## src/design/spt_pkg.sv

```systemverilog
package spt_pkg;

  // Table and datapath sizes
  localparam int MAX_CLASSIFIERS = 16384;
  localparam int WEIGHT_BITS     = 48;
  localparam int FEATURE_BITS    = 24;
  localparam int INDEX_BITS      = 14;
  localparam int RATE_BITS       = 24;
  localparam int THRESH_BITS     = 47;
  localparam int COUNT_BITS      = 15;
  localparam int MAX_OUT_BITS    = 47;

  // Configuration port
  localparam int CFG_INDEX_BITS = 2;
  localparam int CFG_DATA_BITS  = 47;

  localparam logic [CFG_INDEX_BITS-1:0] CFG_LEARNING_RATE    = 2'd0;
  localparam logic [CFG_INDEX_BITS-1:0] CFG_STOP_THRESHOLD   = 2'd1;
  localparam logic [CFG_INDEX_BITS-1:0] CFG_CLASSIFIER_COUNT = 2'd2;

  localparam logic [RATE_BITS-1:0]   RATE_RESET   = 24'd16777;     // ~0.001 in Q0.24
  localparam logic [THRESH_BITS-1:0] THRESH_RESET = 47'd1678;      // ~0.0001 in Q24.24
  localparam logic [COUNT_BITS-1:0]  COUNT_RESET  = 15'd16384;

  // 1.0 in Q24.24
  localparam logic [WEIGHT_BITS-1:0] SLOPE_RESET  = 48'd16777216;

  // Front-to-back queue
  localparam int QUEUE_DEPTH = 2;
  localparam int QPTR_BITS   = $clog2(QUEUE_DEPTH);

  typedef struct packed {
    logic [INDEX_BITS-1:0]          idx;
    logic signed [FEATURE_BITS-1:0] feature;
    logic                           label;
    logic                           last;
    logic                           in_use;
  } item_t;

  typedef enum logic [2:0] {
    B_IDLE,
    B_MUL,
    B_SUM,
    B_SIGN,
    B_UPD,
    B_FIN
  } back_state_t;

  typedef struct packed {
    logic clearing;
    logic stopped;
  } back_status_t;

endpackage

```

## src/design/spt_front.sv

```systemverilog
module spt_front #(
  parameter int MAX_CLASSIFIERS = spt_pkg::MAX_CLASSIFIERS
) (
  input  logic                                    clk,
  input  logic                                    rst_n,
  input  logic                                    start,
  output logic                                    busy,
  input  logic [spt_pkg::INDEX_BITS-1:0]          in_classifier_index,
  input  logic signed [spt_pkg::FEATURE_BITS-1:0] in_feature_value,
  input  logic                                    in_sample_label,
  input  logic                                    in_last_of_sample,
  input  logic [spt_pkg::COUNT_BITS-1:0]          classifier_count,
  input  logic                                    table_busy,
  input  logic                                    pop,
  output spt_pkg::item_t                          head,
  output logic                                    q_empty
);

  localparam int PW = spt_pkg::QPTR_BITS;
  localparam int CW = spt_pkg::QPTR_BITS + 1;

  spt_pkg::item_t q_r [spt_pkg::QUEUE_DEPTH];
  logic [PW-1:0]  wr_ptr_r, rd_ptr_r;
  logic [CW-1:0]  cnt_r;
  logic           q_full, push, in_use;
  spt_pkg::item_t item;

  assign q_full  = (cnt_r == CW'(spt_pkg::QUEUE_DEPTH));
  assign q_empty = (cnt_r == '0);
  assign busy    = table_busy | q_full;
  assign push    = start & ~busy;

  // entry is live only below both the programmed count and the table depth
  assign in_use = ({1'b0, in_classifier_index} < classifier_count) &&
                  (int'(in_classifier_index) < MAX_CLASSIFIERS);

  always_comb begin
    item.idx     = in_classifier_index;
    item.feature = in_feature_value;
    item.label   = in_sample_label;
    item.last    = in_last_of_sample;
    item.in_use  = in_use;
  end

  assign head = q_r[rd_ptr_r];

  always_ff @(posedge clk) begin
    if (push) begin
      q_r[wr_ptr_r] <= item;
    end
  end

  always_ff @(posedge clk) begin
    if (!rst_n) begin
      wr_ptr_r <= '0;
      rd_ptr_r <= '0;
      cnt_r    <= '0;
    end else begin
      if (push) begin
        wr_ptr_r <= wr_ptr_r + 1'b1;
      end
      if (pop) begin
        rd_ptr_r <= rd_ptr_r + 1'b1;
      end
      if (push && !pop) begin
        cnt_r <= cnt_r + 1'b1;
      end else if (pop && !push) begin
        cnt_r <= cnt_r - 1'b1;
      end
    end
  end

endmodule

```

## config.mk

```make
export PLATFORM = sky130hd
export DESIGN_NAME = spt_front
export DESIGN_NICKNAME = d
export VERILOG_FILES = /design/src/design/spt_pkg.sv /design/src/design/spt_front.sv
export SDC_FILE = /design/constraint.sdc
export NUM_CORES = 1
export LEC_CHECK = 0
export BUFFER_PORTS_ARGS = -buffer_cell sky130_fd_sc_hd__buf_2
export CAP_MARGIN = 30
export CORE_MARGIN = 5
export CORE_UTILIZATION = 45
export CTS_CLUSTER_DIAMETER = 30
export CTS_CLUSTER_SIZE = 20
export DETAILED_ROUTE_END_ITERATION = 10
export MAX_ROUTING_LAYER = met4
export PLACE_DENSITY = 0.76
export SYNTH_ARGS = -nofsm -noshare
export SYNTH_HDL_FRONTEND = slang
export SYNTH_SLANG_ARGS = --single-unit
export TNS_END_PERCENT = 1
```

## constraint.sdc

```tcl
create_clock -name clk -period 2.61 [get_ports clk]
set_input_delay 0.3915 -clock clk [delete_from_list [all_inputs] [get_ports clk]]
set_output_delay 0.3915 -clock clk [all_outputs]
set_load 0.02 [all_outputs]
```

* Word level (Yosys, flattened, before mapping)
Memory sizes are Yosys's and may differ from the RTL's. A register that Yosys moved wholly into a read port is not among the register bits.
Index checks and enable logic that the tools add are counted.
** Operators by class
- Equality and inequality tests :: 1
- Reductions and logical operators :: 6
- Mux-type cells :: 6
- Add/subtract/negate cells :: 4
- Bitwise logic cells :: 3
- Order comparisons :: 1
** Operators by type and width (number)
- 14-bit by 15-bit < comparator with 1-bit output :: 1
- 1-bit 2-to-1 mux :: 4
- 2-bit 2-to-1 mux :: 2
- 1-bit adder (second input constant) :: 2
- 2-bit by 1-bit adder with 2-bit output (second input constant) :: 1
- 2-bit equality test (second input constant) :: 1
- 1-bit logical AND :: 2
- 1-bit zero test :: 2
- 2-bit zero test :: 1
- 2-bit nonzero test :: 1
- 2-bit by 1-bit subtractor with 2-bit output (second input constant) :: 1
- 1-bit AND :: 1
- 1-bit inverter :: 1
- 1-bit bitwise OR :: 1
** Storage, ports and cells
- Memories :: 1
- Memory bits (writable) :: 82
- Logic and storage cells :: 25
- Bits in registers :: 4
** Memories
- q_r :: depth 2, width 41, rd ports 1, clocked after memory_dff 1, wr ports 1, line spt_front.sv:22 : spt_pkg::item_t q_r [spt_pkg::QUEUE_DEPTH];

* Longest topological paths before layout
- Word-level depth :: 8
- Gate-level depth with buffers :: 6
- Gate-level depth less buffers :: 6

* Worst setup path after synthesis
No wires, ideal clock.
- Path kind :: register to register
- Start point :: register cnt_r[0]
- End point :: memory q_r[0][0] (netlist name), enable pin
- Required time :: 2.210 ns
- Path buffers :: 0
- Cell stages (with the launch flop) :: 4
- Path slack :: 0.506 ns
- Period minus slack after synthesis :: 2.104 ns
- Data arrival time :: 1.704 ns
- Cell sequence :: dfxtp_1 > inv_2 > a211oi_4 > and2b_1
** On the way
- Word-level cells in the longest chain between the ends :: 6
** Ends and longest elaborated chain
- start, declared :: line spt_front.sv:24 : logic [CW-1:0] cnt_r;
- start signal, assigned :: line spt_front.sv:66 : cnt_r <= cnt_r + 1'b1;
- start signal, assigned :: line spt_front.sv:68 : cnt_r <= cnt_r - 1'b1;
- 2-bit equality test :: line spt_front.sv:28 : assign q_full = (cnt_r == CW'(spt_pkg::QUEUE_DEPTH));
- 1-bit bitwise OR :: line spt_front.sv:30 : assign busy = table_busy | q_full;
- 1-bit inverter :: line spt_front.sv:31 : assign push = start & ~busy;
- 1-bit AND :: line spt_front.sv:31
- 1-bit 2-to-1 mux :: line spt_front.sv:48 : if (push) begin
- 1-bit 2-to-1 mux (not written as such) :: line spt_front.sv:49 : q_r[wr_ptr_r] <= item;
- end, declared :: line spt_front.sv:22
Every way passes these cells.

==> results.yml <==
power:
  power_w: 0.00306
  power_frac_clock_pct: 32.4
  p_seq_share_pct: 53.5
  p_comb_share_pct: 14.2
  vdd_drop_max_mv: 0.318
  swShare_pct: 23.9
  switchingPower_w: 0.000730
  power.internal_w: 0.00233
  powerDensity_mw_per_mm2: 693
  p_leak_nw: 1.76
logic_synthesis:
  synth_nets: 274
  synth_cells: 200
  ys_ff_latch: 87
  ys_seq_area_share_pct: 72.7
  netlist_area_mm2: 0.00352
  synth_cell_type_count: 29
  ys_warn_count: 0
  synth.avg_cell_area_um2: 17.6
sta:
  timing.slew.headroom_pct: 66.3
  fmax_mhz: 462
  finalSetupViolations: 0
  final_hold_viol_count: 0
  fin_ws_ns: 0.443
  skew_ns: 0.00852
  fin_tns_setup_ns: 0
  finalCritPeriodShare_pct: 83.0
  fin_crit_ns: 2.17
  rsz0062_at_grt: "false"
  tightest_slew_ns: 0.505
  final_max_slew_viol_count: 0
run_status:
  status: "finished, final reports clean"
setup_path:
  crit_arrival_ns: 1.78
  critPathKind: "reg -> out"
  cp-start-kind: "flip-flop"
  critical_path.endpoint_type: "output port"
  path_max_fanout: 22
  r2r_slack_ns: 0.76
  cp.required_ns: 2.22
global_route:
  grt_start_max_net_pins: 26
  grt_usage_pct: 14.3
  grt_pass1_wl_um: 10100
  antenna_found_initial: 0
  grt.overflow.total: 0
  first_global_vias: 2082
final_layout:
  final_cell_mix: "102 x buf_2, 82 x edfxtp_1, 41 x mux2_2"
  drive_gt1_share_pct: 52.4
  n_antenna_cell: 0
  area_growth_syn_to_layout_pct: 25.2
  final_common_cell: "buf_2"
  nets: 385
  final_cell_area_mm2: 0.00441
routing:
  drtIter0Drc: 38
  drt-total-wl_um: 6540
  drtAntennaViolNets: 0
  wl_per_cell_um: 15.7
  vias_per_cell: 4.84
  vias: 2020
  firstDrtPassIters: 4
  drcViolationCount: 0
floorplanning:
  start_util_pct: 45.8
  dieArea_mm2: 0.00970
  die_h_um: 98.5
  core_mm2: 0.00769
  ios: 103
  rows: 32
  die_w_um: 98.5
clock_tree:
  cts_max_level: 3
  cts_setup_buffers: 0
  insertion_delay_ns: 0.35
  cts_resized: 0
  cts_buffers: 9
  cts_sinks: 87
  hold_buffers: 0
  path_clk_slew_ns: 0.08
  clk_path_buf_depth: 2
  cts_tree: "built"
  cts_root_buffer: "clkbuf_8"
place:
  dp_hpwl_um: 4560
  gp_congestion: 0.719
  place_area_mm2: 0.00420
  pre_cts_ws_ns: 0.733
  portBuffers: 102
flow_run:
  cap_viol_max_count: 0
min_path:
  hold_path.class: "in -> reg"
-- power by group through the flow --
stage	Combinational, W	Sequential (W)	Clock [W]
6_report	0.000433	0.00163	0.000989
2_1_floorplan	0.000283	0.00165	0
5_1_grt	0.000475	0.00164	0.00108
4_1_cts	0.000443	0.00164	0.00101
3_5_place_dp	0.000440	0.00167	0
3_3_place_gp	0.000433	0.00166	0
-- worst max-delay path: stages, from the launching register on --
cell and delay, ns:
dfxtp_2 0.65, buf_12 0.24, mux2_2 0.36, buf_2 0.16
-- worst paths after layout --
check | startpoint | to | depth (start not counted)
worst min register to register | cnt_r[1] | cnt_r[1] | 2
worst max-delay path | flip-flop | head[38] | 3
worst min-delay path | in_feature_value[6] | q_r[1][9] | 1
worst max register to register | cnt_r[0] | q_r[1][25] | 4
-- logic make-up after synthesis --
family | count (synthesis) | synth area share (%)
compound gates | 18 | 3.48
xor+xnor | 3 | 0.746
fa+ha+maj | 14 | 4.97
buf+inv | 22 | 2.49
flops | 87 | 72.7
mux | 41 | 13.1
simple gates | 15 | 2.49
-- metal layers --
metal | vias up | GRT usage (%) | share of wire, %
li1 | 969 | - | -
met1 | 972 | 16.7 | 42
met4 | 0 | 4.10 | 1.1
met5 | - | - | 0
met3 | 7 | 5.66 | 6.7
met2 | 72 | 22.9 | 50
-- through the flow --
stage,hold slack (ns),util (%),instances
finish,0.226,57.4,417
global route,0.200,57.4,417
CTS,0.214,57.4,417
detailed placement,0.559,54.6,402
global placement,0.542,54.6,402
floorplan,0.490,-,200
-- layout make-up --
cell class	instances	area, um2
clock buffer	9	124
clock inverter	6	86.3
fill	640	3280
inverter	17	63.8
multi-input combinational	91	875
sequential	87	2560
tap	102	128
timing repair buffer	105	571
-- sequential cells by signal (all words and copies together), names as in the netlist, named ones only --
register / cells
q_r: 82
cnt_r: 2
wr_ptr_r: 1
rd_ptr_r: 1
-- cell usage after synthesis --
library cell,instances,share of area (%)
and2_2,1,0.21
a21o_1,2,0.43
or3_1,1,0.18
dfxtp_1,5,2.8
a21boi_0,1,0.21
nand2b_1,1,0.18
xnor2_1,1,0.25
clkbuf_1,1,0.11
nor2b_1,1,0.18
inv_2,1,0.11
inv_1,16,1.7
o22ai_1,1,0.18
and2_1,3,0.53
nand2_1,3,0.32
a211oi_4,1,0.57
nand4b_1,1,0.25
buf_2,4,0.57
ha_1,14,5.0
edfxtp_1,82,70
o21a_1,3,0.64
nor3_1,1,0.14
nand4_1,1,0.18
xor2_1,2,0.50
and2b_1,1,0.21
mux2_2,41,13
a31oi_1,1,0.18
a21oi_1,7,0.99
nor2_1,1,0.11
o21ai_0,2,0.28
Power figures use the tool's default switching activity.
